===== src/assert_macros.svh =====
// Assertion macros shared by the matcher RTL.
// No dependencies; included by the files that check their own logic.
`ifndef ASSERT_MACROS_SVH
`define ASSERT_MACROS_SVH

// Check a property at every clock edge outside reset.
`define RLM_ASSERT(lbl, prop, msg) \
    lbl: assert property (@(posedge i_clk) disable iff (!i_rst_n) (prop)) else $error(msg);

// Check that a condition is followed by another in the next cycle.
`define RLM_ASSERT_NEXT(lbl, cond, nxt, msg) \
    lbl: assert property (@(posedge i_clk) disable iff (!i_rst_n) (cond) |=> (nxt)) else $error(msg);

`endif


===== src/rlm_pkg.sv =====
// Types, codes and constants of the reflector landmark matcher.
// No dependencies; imported by every module of the block.
package rlm_pkg;

    localparam int MAX_LANDMARKS_DEF = 256;
    localparam int COUNT_WIDTH_DEF   = 16;
    localparam int CORDIC_STEPS      = 14;
    localparam int STEP_W            = 4;
    localparam int ROT_XW            = 28;
    localparam int ROT_W             = 18;
    localparam int Q_DEPTH           = 4;
    localparam int Q_AW              = 2;
    localparam int IN_DATA_W         = 168;
    localparam int OUT_DATA_W        = 80;
    localparam logic [15:0] ROT_SCALE = 16'd39797;

    localparam logic [2:0] FN_LOAD  = 3'd0;
    localparam logic [2:0] FN_SCAN  = 3'd1;
    localparam logic [2:0] FN_BEAM  = 3'd2;
    localparam logic [2:0] FN_READ  = 3'd3;
    localparam logic [2:0] FN_CLEAR = 3'd4;

    localparam logic [2:0] K_NOP    = 3'd0;
    localparam logic [2:0] K_LOAD   = 3'd1;
    localparam logic [2:0] K_SCAN   = 3'd2;
    localparam logic [2:0] K_BEAM   = 3'd3;
    localparam logic [2:0] K_REJECT = 3'd4;
    localparam logic [2:0] K_READ   = 3'd5;
    localparam logic [2:0] K_CLEAR  = 3'd6;

    localparam logic [2:0] CFG_INTENSITY_MIN = 3'd0;
    localparam logic [2:0] CFG_RANGE_MIN     = 3'd1;
    localparam logic [2:0] CFG_RANGE_MAX     = 3'd2;
    localparam logic [2:0] CFG_ANGLE_START   = 3'd3;
    localparam logic [2:0] CFG_ANGLE_STEP    = 3'd4;
    localparam logic [2:0] CFG_MATCH_RADIUS  = 3'd5;

    localparam logic [1:0] ST_OK    = 2'd0;
    localparam logic [1:0] ST_FULL  = 2'd1;
    localparam logic [1:0] ST_RANGE = 2'd2;

    typedef struct packed {
        logic [15:0]        intensity_min;
        logic [15:0]        range_min_mm;
        logic [15:0]        range_max_mm;
        logic signed [15:0] angle_start;
        logic [11:0]        angle_step;
        logic [15:0]        match_radius_mm;
    } t_cfg;

    typedef struct packed {
        logic [2:0]         kind;
        logic [11:0]        beam_index;
        logic [15:0]        range_mm;
        logic signed [23:0] landmark_x;
        logic signed [23:0] landmark_y;
        logic [7:0]         entry_index;
        logic signed [23:0] pose_x;
        logic signed [23:0] pose_y;
        logic signed [15:0] pose_heading;
    } t_cmd;

    typedef struct packed {
        logic [1:0]         status;
        logic               beam_accepted;
        logic               attached;
        logic [8:0]         match_count;
        logic signed [23:0] map_x;
        logic signed [23:0] map_y;
        logic               entry_detected;
        logic [15:0]        obs_count;
    } t_res;

    function automatic logic signed [16:0] atan_of(input logic [STEP_W-1:0] i);
        logic signed [16:0] v;
        case (i)
            4'd0:    v = 17'sd8192;
            4'd1:    v = 17'sd4836;
            4'd2:    v = 17'sd2555;
            4'd3:    v = 17'sd1297;
            4'd4:    v = 17'sd651;
            4'd5:    v = 17'sd326;
            4'd6:    v = 17'sd163;
            4'd7:    v = 17'sd81;
            4'd8:    v = 17'sd41;
            4'd9:    v = 17'sd20;
            4'd10:   v = 17'sd10;
            4'd11:   v = 17'sd5;
            4'd12:   v = 17'sd3;
            4'd13:   v = 17'sd1;
            default: v = 17'sd0;
        endcase
        return v;
    endfunction

endpackage


===== src/rlm_front.sv =====
// Front end: configuration registers, input unpacking, command classification
// and the command queue. Depends on rlm_pkg and assert_macros.svh.
`include "assert_macros.svh"
module rlm_front import rlm_pkg::*; (
    input  logic                 i_clk,
    input  logic                 i_rst_n,
    input  logic                 i_cfg_we,
    input  logic [2:0]           i_cfg_idx,
    input  logic [15:0]          i_cfg_data,
    input  logic                 i_in_vld,
    output logic                 o_in_rdy,
    input  logic [IN_DATA_W-1:0] i_in_data,
    input  logic [2:0]           i_in_func,
    output t_cfg                 o_cfg,
    output t_cmd                 o_cmd,
    output logic                 o_cmd_vld,
    input  logic                 i_pop
);

    t_cfg             r_cfg;
    t_cmd             r_q [Q_DEPTH];
    logic [Q_AW-1:0]  r_wr;
    logic [Q_AW-1:0]  r_rd;
    logic [Q_AW:0]    r_level;
    t_cmd             n_cmd;
    logic [15:0]      in_intensity;
    logic             push;
    logic             pop;

    always_ff @(posedge i_clk) begin
        if (!i_rst_n) begin
            r_cfg.intensity_min   <= 16'd800;
            r_cfg.range_min_mm    <= 16'd1500;
            r_cfg.range_max_mm    <= 16'd12000;
            r_cfg.angle_start     <= -16'sd32768;
            r_cfg.angle_step      <= 12'd46;
            r_cfg.match_radius_mm <= 16'd100;
        end else if (i_cfg_we) begin
            case (i_cfg_idx)
                CFG_INTENSITY_MIN: r_cfg.intensity_min   <= i_cfg_data;
                CFG_RANGE_MIN:     r_cfg.range_min_mm    <= i_cfg_data;
                CFG_RANGE_MAX:     r_cfg.range_max_mm    <= i_cfg_data;
                CFG_ANGLE_START:   r_cfg.angle_start     <= $signed(i_cfg_data);
                CFG_ANGLE_STEP:    r_cfg.angle_step      <= i_cfg_data[11:0];
                CFG_MATCH_RADIUS:  r_cfg.match_radius_mm <= i_cfg_data;
                default: ;
            endcase
        end
    end

    always_comb begin
        n_cmd.beam_index   = i_in_data[11:0];
        n_cmd.range_mm     = i_in_data[27:12];
        in_intensity       = i_in_data[43:28];
        n_cmd.landmark_x   = $signed(i_in_data[67:44]);
        n_cmd.landmark_y   = $signed(i_in_data[91:68]);
        n_cmd.entry_index  = i_in_data[99:92];
        n_cmd.pose_x       = $signed(i_in_data[123:100]);
        n_cmd.pose_y       = $signed(i_in_data[147:124]);
        n_cmd.pose_heading = $signed(i_in_data[163:148]);
        case (i_in_func)
            FN_LOAD:  n_cmd.kind = K_LOAD;
            FN_SCAN:  n_cmd.kind = K_SCAN;
            FN_BEAM: begin
                if (in_intensity > r_cfg.intensity_min && n_cmd.range_mm > r_cfg.range_min_mm
                    && n_cmd.range_mm < r_cfg.range_max_mm) begin
                    n_cmd.kind = K_BEAM;
                end else begin
                    n_cmd.kind = K_REJECT;
                end
            end
            FN_READ:  n_cmd.kind = K_READ;
            FN_CLEAR: n_cmd.kind = K_CLEAR;
            default:  n_cmd.kind = K_NOP;
        endcase
    end

    assign o_in_rdy  = (r_level != (Q_AW+1)'(Q_DEPTH));
    assign push      = i_in_vld && o_in_rdy;
    assign o_cmd_vld = (r_level != '0);
    assign pop       = i_pop && o_cmd_vld;
    assign o_cmd     = r_q[r_rd];
    assign o_cfg     = r_cfg;

    always_ff @(posedge i_clk) begin
        if (push) begin
            r_q[r_wr] <= n_cmd;
        end
    end

    always_ff @(posedge i_clk) begin
        if (!i_rst_n) begin
            r_wr    <= '0;
            r_rd    <= '0;
            r_level <= '0;
        end else begin
            if (push) begin
                r_wr <= r_wr + 1'b1;
            end
            if (pop) begin
                r_rd <= r_rd + 1'b1;
            end
            if (push && !pop) begin
                r_level <= r_level + 1'b1;
            end else if (pop && !push) begin
                r_level <= r_level - 1'b1;
            end
        end
    end

    `RLM_ASSERT(a_q_level, r_level <= (Q_AW+1)'(Q_DEPTH), "queue level above depth")
    `RLM_ASSERT(a_q_ptrs, (r_level == '0) || (r_level == (Q_AW+1)'(Q_DEPTH)) || (r_wr != r_rd), "queue pointers disagree with level")

endmodule


===== config.mk =====
export PLATFORM = sky130hd
export DESIGN_NAME = rlm_front
export DESIGN_NICKNAME = d
export VERILOG_FILES = /design/src/rlm_pkg.sv /design/src/rlm_front.sv
export VERILOG_INCLUDE_DIRS = /design/src /design/src/src
export SDC_FILE = /design/constraint.sdc
export NUM_CORES = 1
export LEC_CHECK = 0
export ABC_AREA = 0
export ABC_CLOCK_PERIOD_IN_PS = 14700
export BUFFER_PORTS_ARGS = -buffer_cell sky130_fd_sc_hd__buf_2
export CAP_MARGIN = 10
export CORE_ASPECT_RATIO = 0.8
export CORE_MARGIN = 5
export CORE_UTILIZATION = 45
export CTS_BUF_LIST = sky130_fd_sc_hd__clkbuf_2 sky130_fd_sc_hd__clkbuf_4 sky130_fd_sc_hd__clkbuf_8
export CTS_CLUSTER_DIAMETER = 50
export DETAILED_ROUTE_END_ITERATION = 8
export PLACE_DENSITY_LB_ADDON = 0.2
export SYNTH_ARGS = -nofsm -noshare
export SYNTH_HDL_FRONTEND = slang
export SYNTH_SLANG_ARGS = --single-unit

===== constraint.sdc =====
create_clock -name i_clk -period 14.7 [get_ports i_clk]
set_clock_uncertainty 0.05 [all_clocks]
set_input_delay 0.735 -clock i_clk [delete_from_list [all_inputs] [get_ports i_clk]]
set_output_delay 0.735 -clock i_clk [all_outputs]
set_load 0.005 [all_outputs]

# --- After elaboration in Yosys (flattened, before gate mapping) ---
# Memory sizes are Yosys's and may differ from the RTL's. A register that Yosys moved wholly into a read port is not among the register bits.
# Cells that the tools add are included.
word_totals:
  regBits: 99
  latchBits: 0
  ram_bits: 604
  romBits: 0
  in_bits: 195
  out_inout_bits: 245
  word_cells: 53
  n_memories: 1
mem_list:
  columns: ["memory", "words", "width", "rd", "rd_ports_with_merged_regs", "wr", "line_no", "rtl"]
  rows:
  - ["r_q", 4, 151, 1, 1, 1, "rlm_front.sv:21", "t_cmd r_q [Q_DEPTH];"]
op_classes:
  addsub: 4
  multipliers: 0
  div: 0
  n_lt_le_gt_ge: 3
  n_eq_ne: 10
  shift: 0
  mux: 8
  n_bitwise: 0
  n_reduce_logical: 18
op_table:
  columns: ["cell", "n"]
  rows:
  - ["16-bit > comparator", 2]
  - ["16-bit < comparator", 1]
  - ["3-bit one-hot mux with 5 select lines", 1]
  - ["3-bit by 2-bit == test with 1-bit output, second input constant", 4]
  - ["2-bit AND reduction", 6]
  - ["3-bit == test, second input constant", 3]
  - ["3-bit 2-to-1 mux", 3]
  - ["3-bit by 1-bit == test with 1-bit output, second input constant", 2]
  - ["1-bit logical AND", 6]
  - ["3-bit zero test", 2]
  - ["2-bit by 1-bit adder with 2-bit output, second input constant", 2]
  - ["2-bit 2-to-1 mux", 2]
  - ["3-bit by 1-bit adder with 3-bit output, second input constant", 1]
  - ["3-bit inequality test, second input constant", 1]
  - ["3-bit nonzero test", 1]
  - ["3-bit by 1-bit subtractor with 3-bit output, second input constant", 1]
  - ["1-bit zero test", 2]
  - ["1-bit 2-to-1 mux", 2]
  - ["2-bit nonzero test", 1]

# --- Longest topological paths before layout ---
# Gate-level depths: netlist of the first run.
logic_depth:
  depth_word: 6
  ltp_mapped: 10
  ltp_nobuf: 9

# --- Least setup slack after synthesis of the first run ---
# OpenSTA, ideal clock, no wires.
synth_timing:
  path_type: "input to register"
  from: "input port i_in_vld"
  to: "memory r_q[0][0] (netlist bit) (enable)"
  setup_time_ps: 530
  t_arrival_ps: 4250
  t_required_ps: 14120
  setup_slack_ps: 9870
  cell_stages: 1
  n_path_buf: 0
  cell_sequence: "and3_1"
synth_between:
  elab_chain_cells: 3
synth_lines:
  columns: ["item", "line_no", "rtl"]
  rows:
  - ["start: declaration", "rlm_front.sv:10", "input logic i_in_vld,"]
  - ["1-bit logical AND", "rlm_front.sv:79", "assign push = i_in_vld && o_in_rdy;"]
  - ["1-bit 2-to-1 mux", "rlm_front.sv:86", "if (push) begin"]
  - ["1-bit 2-to-1 mux (not written as such)", "rlm_front.sv:87", "r_q[r_wr] <= n_cmd;"]
  - ["end: declaration", "rlm_front.sv:21", null]
# No other way between the ends.

==> results of run 1 <==
worst reg2reg max path, cell delays in order (launching register included):
cell and delay (ns):
dfxtp_1 0.41, nor2_1 0.07, nand2_1 0.17, and3_4 0.68, buf_4 0.85, buf_4 0.87
sequential cells by signal, indices dropped and copies added (netlist names), named ones only:
register	flops
r_q	604
o_cfg	92
r_level	3
r_rd	2
r_wr	2
power by group:
| group | switching [mW] | internal, mW |
|---|---|---|
| registers | 0.0783 | 2.39 |
| logic | 0.498 | 0.480 |
| clock network | 0.757 | 0.956 |
Yosys cell counts (all sizes together), types with 3 or more instances:
cell type	count
clkbuf	28
dfxtp	101
and3	5
o21ai	9
a21oi	24
buf	35
nor2b	5
nor2	10
xnor2	5
or2	3
nor3	3
nand3	15
nand2b	3
nand4	10
edfxtp	604
mux4	151
a21boi	68
nand2	184
inv	51
ha	52
o211ai	18
and2	6
cells by family after synthesis:
kind of cell             after synthesis  synth area share
adder cells (fa/ha/maj)               53            0.0250
multiplexers                         152             0.127
AND/OR/NAND/NOR                      252            0.0423
AO/OA/AOI/OAI                        129            0.0336
flip-flops                           705             0.751
XOR/XNOR                               6           0.00196
buffers and inverters                115            0.0185
cell type report:
class | instances | area, um^2 | area share
Timing Repair Buffer | 452 | 2300 | 0.0716
Clock buffer | 146 | 1820 | 0.0564
Tap cell | 779 | 975 | 0.0303
Clock inverter | 55 | 519 | 0.0161
Multi-Input combinational cell | 592 | 6190 | 0.192
Inverter | 52 | 195 | 0.00607
Sequential cell | 705 | 20200 | 0.627
Antenna cell | 5 | 12.5 | 0.000389
stage by stage:
step	total power, mW	util	hold WS (ns)
finish	5.15	0.542	0.197
global route	5.41	0.542	0.113
CTS	5.25	0.542	0.104
detailed placement	3.52	0.503	0.400
global placement	3.50	0.503	0.389
floorplan	3.10	-	0.401
cell usage in the layout (no fill, tap or decap), types with 3 or more instances in the layout:
cell	n
clkinvlp_4	4
clkbuf_4	31
ha_1	52
dfxtp_1	99
inv_6	3
clkbuf_8	115
o21ai_0	6
clkinv_1	28
o211ai_1	18
and3_4	4
inv_1	51
xnor2_1	5
a21boi_1	10
bufinv_16	8
nand3_1	15
edfxtp_1	604
diode_2	5
mux4_2	151
nor2b_1	5
and2_1	5
buf_2	435
o21ai_1	3
clkinv_2	8
inv_12	4
a21boi_0	58
nand4_1	8
or2_2	3
nand2_1	184
buf_4	17
nor2_1	9
a21oi_1	24
how the worst min path moves through the flow:
stage / startpoint / slack (ns) / end
floorplan: o_cfg[35] / 0.40 / o_cfg[35]
global placement: o_cfg[35] / 0.39 / o_cfg[35]
detailed placement: o_cfg[17] / 0.40 / o_cfg[17]
CTS: i_in_data[122] / 0.10 / r_q[0][62]
global route: i_in_data[87] / 0.11 / r_q[0][91]
finish: i_in_data[122] / 0.20 / r_q[3][62]
layer usage:
metal	vias to the layer above	wire length [um]	global-route usage
met5	-	77	0
met3	101	4340	0.0598
met2	436	30400	0.314
met4	14	1500	0.0582
li1	6576	-	-
met1	7222	25000	0.236
==> metrics.yaml, run 1 <==
layout:
  fraction_of_final_layout_cells_with_drive_strength_greater_than_1: 0.398
  layoutNonFillerInstCount: 2786
  final_area_um2: 32200
  synthToLayoutAreaGrowth_pct: 20.0
  fill_cells: 4778
  nets: 2161
synthesis:
  synthesis.nets: 1660
  synth_enable_flop_cells: 604
  synthesis.yosys.warnings: 0
  async_flop_share: 0
  synth_seq_cells: 705
  synth_cells: 1412
  syn_area_um2: 26800
  synth.area.top_cells: "edfxtp_1 68%, mux4_2 13%, dfxtp_1 7.5%, nand2_1 2.6%, ha_1 2.4%"
  yosys.cell_types.count: 52
  synth_largest_area_cell: "edfxtp_1"
  ys.flop_type: "edfxtp_1"
  synth_sequential_area_ratio: 0.751
  synth_largest_type_area_fraction: 0.676
  synthesized_area_divided_by_synthesized_cell_count_um2: 19.0
setup_path:
  r2r_start: "r_level[0]"
  cp.arrival_ns: 3.89
  r2r_slack_ns: 11.21
  critPathCaptureType: "output pin"
  critical_path.cell_chain: "buf_4 > buf_4 > mux4_2 > buf_2"
  worstPathMaxFanout: 40
  crit_top_cell: "buf_4"
  timing.setup.critical_path_class: "register to output pin"
  combined_buffer_and_inverter_count_along_the_critical_path: 3
  critPathTopFamily: "buffers and inverters"
  crit_cells: 4
  r2r_end: "r_q[1][76]"
  rr_worst_depth: 5
  maximum_cell_stage_delay_along_the_critical_path_ns: 0.88
  critical_path_required_ns: 13.91
  startpoint_type_of_the_worst_setup_path: "register"
  critPathSlowestCell: "dfxtp_4"
  critPathCapture: "o_cmd[95]"
die:
  die_area_um2: 64600
  floorplan.rows: 80
  initial_standard_cell_utilization_of_the_core: 0.452
  core_area_um2: 59400
  dieHeight_um: 228
  num_io_pins: 440
  die-width_um: 283
place:
  pre_cts_ws_ns: 10.53
  dpl.hpwl_um: 40100
  routabilityCongestion: 0.848
  dp.cells: 2580
  placed_cell_area_um2: 29800
  port-buffer-count: 435
clocking:
  cts_made_buffers: 110
  cts-root-to-sink-buffers: 3
  cts.reportedPaths.clkPinSlew_ns: 0.06
  total_setup_buffers_inserted_after_cts: 0
  clock-sinks: 705
  cts_hold_repair.buffers: 0
  master_cell_of_the_clock_root_buffer: "clkbuf_8"
  tritoncts: "done"
  htree_num_levels: 3
  postCtsResizedCells: 0
  clk-insertion-delay-late_ns: 0.69
worst_hold_path:
  cells_on_worst_hold_path: 1
  hold_path.class: "input port to register"
sta:
  fin_crit_ns: 4.68
  achievable-frequency_ghz: 0.214
  setup_ws_ns: 10.02
  hold_viol: 0
  finalSetupViolations: 0
  setup-tns-final_ns: 0
  worst-slew-pin-transition_ns: 1.04
  setup_repair_after_global_routing_missed_its_margin: "false"
  slew-limit-headroom: 0.304
  report.final.slew_viol_count: 0
  finalCritPeriodShare: 0.318
grt:
  globalRouteOverflowTotal: 0
  antenna_found_initial: 11
  grt_pass1_wl_um: 92600
  grt_start_max_net_pins: 101
  grt_pass1_vias: 15243
  grt_use_total: 0.187
route:
  drt_pass1_iterations: 4
  first_iter_violations: 637
  detail-route-antenna-nets: 0
  detail_route.drc_violations: 0
  wl_um: 61400
  vias_per_cell: 5.15
  routed-via-count: 14349
  route.detailed.wl_per_inst_um: 22.0
run_status:
  outcome: "finished clean"
power_and_ir_drop:
  power.leakage_nw: 11.4
  power.ir.vdd_worst_uv: 79.8
  cellPowerDensity_nw_per_um2: 160
run:
  drv_cap: 0
Power figures use the tool's default switching activity.
==> inputs of run 2 (changes only) <==
- ABC_CLOCK_PERIOD_IN_PS: 14700 -> 3900
- clock period: 14.7 -> 3.9 ns (I/O delays scaled with it)
==> metrics.yaml, run 2 (synthesis gave the netlist of run 1 again) <==
route:
  vias_per_cell: 5.10
  drt_pass1_iterations: 5
  route.detailed.wl_per_inst_um: 21.2
  first_iter_violations: 822
  routed-via-count: 15218
  detail_route.drc_violations: 0
  detail-route-antenna-nets: 0
  wl_um: 63200
clocking:
  tritoncts: "done"
  cts.reportedPaths.clkPinSlew_ns: 0.06
  cts_made_buffers: 108
  master_cell_of_the_clock_root_buffer: "clkbuf_8"
  total_setup_buffers_inserted_after_cts: 0
  clk-insertion-delay-late_ns: 0.69
  cts-root-to-sink-buffers: 3
  clock-sinks: 705
  htree_num_levels: 3
setup_path:
  critPathTopFamily: "flip-flops"
  critPathCaptureType: "output pin"
  timing.setup.critical_path_class: "register to output pin"
  maximum_cell_stage_delay_along_the_critical_path_ns: 0.88
  r2r_start: "o_cfg[91]"
  critical_path_required_ns: 3.65
  critical_path.cell_chain: "buf_4 > mux4_2 > buf_2"
  combined_buffer_and_inverter_count_along_the_critical_path: 2
  cp.arrival_ns: 2.69
  startpoint_type_of_the_worst_setup_path: "register"
  critPathSlowestCell: "dfxtp_4"
  worstPathMaxFanout: 38
layout:
  mostFrequentLayoutCell: "edfxtp_1"
  layoutNonFillerInstCount: 2985
  fraction_of_final_layout_cells_with_drive_strength_greater_than_1: 0.372
  top_library_cells_by_usage_in_the_layout_fill_and_taps_aside: "604 x edfxtp_1, 435 x buf_2, 184 x nand2_1"
  nets: 2357
  largest-register: "r_q"
  final_area_um2: 34100
  synthToLayoutAreaGrowth_pct: 27.2
  largest_reg_flops: 604
power_and_ir_drop:
  cellPowerDensity_nw_per_um2: 565
  power.share.sequential: 0.481
  power.ir.vdd_worst_uv: 270
  power.share.switching: 0.262
  power.leakage_nw: 12.2
  cell_internal_pwr_mw: 14.2
  total_switching_power_mw: 5.05
  share_clk_of_total_power: 0.309
  comb_power_share: 0.210
sta:
  finalSetupViolations: 0
  slew-limit-headroom: 0.296
  setup_repair_after_global_routing_missed_its_margin: "false"
  achievable-frequency_ghz: 0.341
  report.final.slew_viol_count: 0
  hold_viol: 0
  worst-slew-pin-transition_ns: 1.06
  finalCritPeriodShare: 0.753
  setup-tns-final_ns: 0
  fin_crit_ns: 2.94
grt:
  grt_start_max_net_pins: 67
  grt_use_total: 0.194
  grt_pass1_vias: 16153
  antenna_found_initial: 7
  grt_pass1_wl_um: 96900
  globalRouteOverflowTotal: 0
die:
  die_area_um2: 64600
  core_area_um2: 59400
  num_io_pins: 440
  initial_standard_cell_utilization_of_the_core: 0.452
  dieHeight_um: 228
  die-width_um: 283
  floorplan.rows: 80
place:
  routabilityCongestion: 0.831
  port-buffer-count: 435
  placed_cell_area_um2: 30200
  dpl.hpwl_um: 41600
  dp.cells: 2604
worst_hold_path:
  worstHoldStart: "i_cfg_we"
  hold_path.class: "input port to register"
run_status:
  outcome: "finished clean"
run:
  drv_cap: 0
## run 2: changes by cell type in the layout (fill, tap and decap cells not counted), sizes merged
cell and delta:
clkinv +13, clkbuf +2, clkinvlp -4, bufinv -6, dlygate4sd3 +174, buf +24
inv -4
## run 2: path summary, 6_finish.rpt
path / cells past startpoint / slack (ns) / endpoint
worst min register to register: 2 / 0.41 / o_cfg[9]
worst max register to register: 9 / 1.05 / r_q[2][148]
worst min-delay path: 5 / 0.1 / o_cfg[77]
worst max-delay path: 3 / 0.96 / o_cmd[136]
## run 2: what timing repair did
| action | CTS | global route |
|---|---|---|
| endpoints found under the hold margin | 702 | 0 |
| resized for setup | 0 | 0 |
| hold buffers | 174 | 0 |
## run 2: worst min-delay path: stages
cell and delay, ns:
buf_2 0.14, nand2b_1 0.16, nor3_4 0.13, nand2_1 0.08, a21boi_0 0.06
## run 2: stage by stage
stage	hold slack [ns]	utilization	setup slack (ns)	power [mW]
global route	0.0827	0.575	0.697	20.2
global placement	0.355	0.509	1.55	13.4
CTS	0.0301	0.575	0.775	19.6
finish	0.0986	0.575	0.964	19.3
detailed placement	0.362	0.509	1.51	13.5
floorplan	0.244	-	0.936	11.6
## run 2: power groups by stage
stage | logic (mW) | clock network, mW | registers (mW)
2_1_floorplan | 2.33 | 0 | 9.30
3_3_place_gp | 3.98 | 0 | 9.41
3_5_place_dp | 4.01 | 0 | 9.46
4_1_cts | 4.17 | 6.12 | 9.30
5_1_grt | 4.37 | 6.50 | 9.35
6_report | 4.04 | 5.95 | 9.28
## run 2: layout make-up
cell class | count | area (um^2)
Antenna cell | 5 | 12.5
Clock buffer | 148 | 1810
Clock inverter | 54 | 337
Fill cell | 4614 | 25200
Inverter | 52 | 195
Multi-Input combinational cell | 592 | 6190
Sequential cell | 705 | 20200
Tap cell | 779 | 975
Timing Repair Buffer | 650 | 4440
## run 2: layer usage
metal / GRT usage / up-vias / wire length [um]
met3: 0.0603 / 89 / 4620
met5: 0 / - / 38
met2: 0.320 / 466 / 31000
li1: - / 6974 / -
met1: 0.249 / 7683 / 26100
met4: 0.0576 / 6 / 1460
==> inputs of run 3 (changes only) <==
- ABC_AREA: 0 -> 1
- ABC_CLOCK_PERIOD_IN_PS: 3900 -> 2600
- clock period: 3.9 -> 2.6 ns (I/O delays scaled with it)
==> metrics.yaml, run 3 <==
sta:
  finalCritPeriodShare: 0.986
  slew-limit-headroom: 0.651
  fin_crit_ns: 2.56
  hold_viol: 0
  finalSetupViolations: 0
  achievable-frequency_ghz: 0.390
  worst-slew-pin-transition_ns: 0.522
  setup_repair_after_global_routing_missed_its_margin: "false"
  report.final.slew_viol_count: 0
place:
  dpl.hpwl_um: 43600
  routabilityCongestion: 0.852
  port-buffer-count: 435
  dp.cells: 3247
synthesis:
  area_share_of_and_or_nand_nor_cells_after_synthesis: 0.0775
  synth_cells: 2119
  yosys.cell_types.count: 28
  yosys-top-cells-count: "604 x edfxtp_1, 405 x nor2_1, 374 x o21ai_0, 151 x o22ai_1, 102 x nand2_1"
  async_flop_share: 0
  synthesized_area_divided_by_synthesized_cell_count_um2: 12.8
  synth_seq_cells: 705
  synth_largest_type_area_fraction: 0.667
  synth_xor_area_frac: 0
  synthesis.nets: 2367
  syn_area_um2: 27200
  yosysMostFrequentCell: "edfxtp_1"
  synth_largest_area_cell: "edfxtp_1"
  synthesis.yosys.warnings: 0
  synthMuxAreaShare: 0
  synth.area.top_cells: "edfxtp_1 67%, dfxtp_1 7.4%, o21ai_0 6.9%, nor2_1 5.6%, o22ai_1 3.5%"
  synth_top_family_by_area: "compound AO/OA/AOI/OAI gates"
  synth_compound_area_frac: 0.121
  synth_sequential_area_ratio: 0.742
  ys.flop_type: "edfxtp_1"
  synth_enable_flop_cells: 604
  synth_adder_area_share: 0.0247
run_status:
  outcome: "finished clean"
layout:
  fraction_of_final_layout_cells_with_drive_strength_greater_than_1: 0.242
  top_library_cells_by_usage_in_the_layout_fill_and_taps_aside: "604 x edfxtp_1, 435 x buf_2, 401 x nor2_1"
  area_of_the_multi_input_gates_um2: 6140
  nets: 3027
  mostFrequentLayoutCell: "edfxtp_1"
  largest-register: "r_q"
  synthToLayoutAreaGrowth_pct: 27.3
  sequential_cell_area_um2: 20200
  fill_cells: 4827
  largest_reg_flops: 604
  layoutNonFillerInstCount: 3654
setup_path:
  r2r_start: "o_cfg[83]"
  critPathCaptureType: "register"
  cp.arrival_ns: 3.09
  worstPathMaxFanout: 17
  critical_path_required_ns: 3.13
  critPathSlowestCell: "dlygate4sd3_1"
  maximum_cell_stage_delay_along_the_critical_path_ns: 0.64
  startpoint_type_of_the_worst_setup_path: "input port"
  crit_top_cell: "dlygate4sd3_1"
  timing.setup.critical_path_class: "input port to register"
  critical_path.cell_chain: "dlygate4sd3_1 > buf_2 > inv_1 > nor2_4 > nand2_2 > dlygate4sd3_1 > nor2_4 > clkinvlp_4 > nor2_1 > nor2_1 > dlygate4sd3_1"
  critPathLaunch: "i_cfg_we"
clocking:
  master_cell_of_the_clock_root_buffer: "clkbuf_8"
  cts_made_buffers: 106
  clock-sinks: 705
  tritoncts: "done"
  cts-root-to-sink-buffers: 3
  htree_num_levels: 3
  cts.reportedPaths.clkPinSlew_ns: 0.06
  clk-insertion-delay-late_ns: 0.70
die:
  initial_standard_cell_utilization_of_the_core: 0.455
  dieHeight_um: 230
  floorplan.rows: 80
  die-width_um: 285
  core_area_um2: 59800
  die_area_um2: 65400
  num_io_pins: 440
power_and_ir_drop:
  report.power.total_mw: 29.3
  cellPowerDensity_nw_per_um2: 847
  power.ir.vdd_worst_uv: 405
  power.leakage_nw: 13.2
route:
  route.detailed.wl_per_inst_um: 20.3
  first_iter_violations: 1285
  vias_per_cell: 5.25
  drt_pass1_iterations: 5
  routed-via-count: 19180
  wl_um: 74400
  detail-route-antenna-nets: 0
  detail_route.drc_violations: 0
grt:
  grt_pass1_wl_um: 111000
  grt_start_max_net_pins: 117
  antenna_found_initial: 5
  globalRouteOverflowTotal: 0
  grt_pass1_vias: 19133
  grt_use_total: 0.215
run:
  drv_cap: 0
worst_hold_path:
  worstHoldStart: "i_in_data[56]"
  hold_path.class: "input port to register"
-- run 3: cell count changes after synthesis, moves of 8 or more --
cell	before	now
a21boi_1	10	0
clkbuf_2	0	11
nand4_1	8	0
inv_1	51	87
a21oi_1	24	56
buf_2	27	38
a21boi_0	58	0
nand2_1	184	102
o22ai_1	1	151
mux4_2	151	0
o21ai_0	6	374
clkbuf_1	28	60
nor2_1	9	405
-- run 3: per-stage QoR --
step	hold WS [ns]	cell area (um^2)	TNS (ns)	utilization	setup WS [ns]
2_1_floorplan	0.179	27200	-418.01	-	-0.701
3_3_place_gp	0.290	30300	0	0.508	0.647
3_5_place_dp	0.295	30300	0	0.508	0.585
4_1_cts	0.0475	34400	-0.387	0.576	-0.0493
5_1_grt	0.0712	34600	0	0.579	0.0195
6_report	0.132	34600	0	0.579	0.0372
-- run 3: worst max-delay path: cells and delay by family --
kind,cells,cell delay (ns)
buf+inv,6,2.22
simple gates,5,0.72
-- run 3: cells by family (layout without fill, tap and decap cells) --
group,Yosys count,in the layout
fa+ha+maj,53,53
other cells,0,6
flops,705,705
buf+inv,217,967
simple gates,535,535
compound gates,609,609
-- run 3: per-layer routing --
metal,vias to the layer above,part of all wire,track usage
met3,116,0.083,0.0667
li1,9051,-,-
met1,9325,0.40,0.268
met2,686,0.49,0.365
met5,-,0.00017,0
met4,2,0.025,0.0659
-- run 3: path summary, 6_finish.rpt --
check,end,slack (ns),cells after the start
worst max-delay path,o_cfg[35],0.04,11
worst min register to register,o_cfg[18],0.41,2
worst max register to register,r_q[3][150],0.56,12
worst min-delay path,r_q[0][108],0.13,2
-- run 3: area by class of cell --
| type | count | area share |
|---|---|---|
| antenna | 6 | 0.000434 |
| clock buffer | 157 | 0.0541 |
| clock inverter | 41 | 0.00709 |
| inverter | 95 | 0.0112 |
| multi-input combinational | 1197 | 0.177 |
| sequential | 705 | 0.583 |
| tap | 779 | 0.0282 |
| timing repair buffer | 674 | 0.139 |
-- run 3: what timing repair did --
item                                   4_1_cts  5_1_grt
setup endpoints to repair                   76      143
hold buffers                               189        0
cloned                                       1        2
resized for setup                            7        7
endpoints found under the hold margin      719        0
buffers inserted                             0       12
-- run 3: report_power, final --
part           switching [mW]  leakage [nW]  internal (mW)
Combinational            4.24          5.71           2.39
Sequential              0.291          6.36           13.5
Clock                    4.21          1.13           4.74
Total                    8.74          13.2           20.6
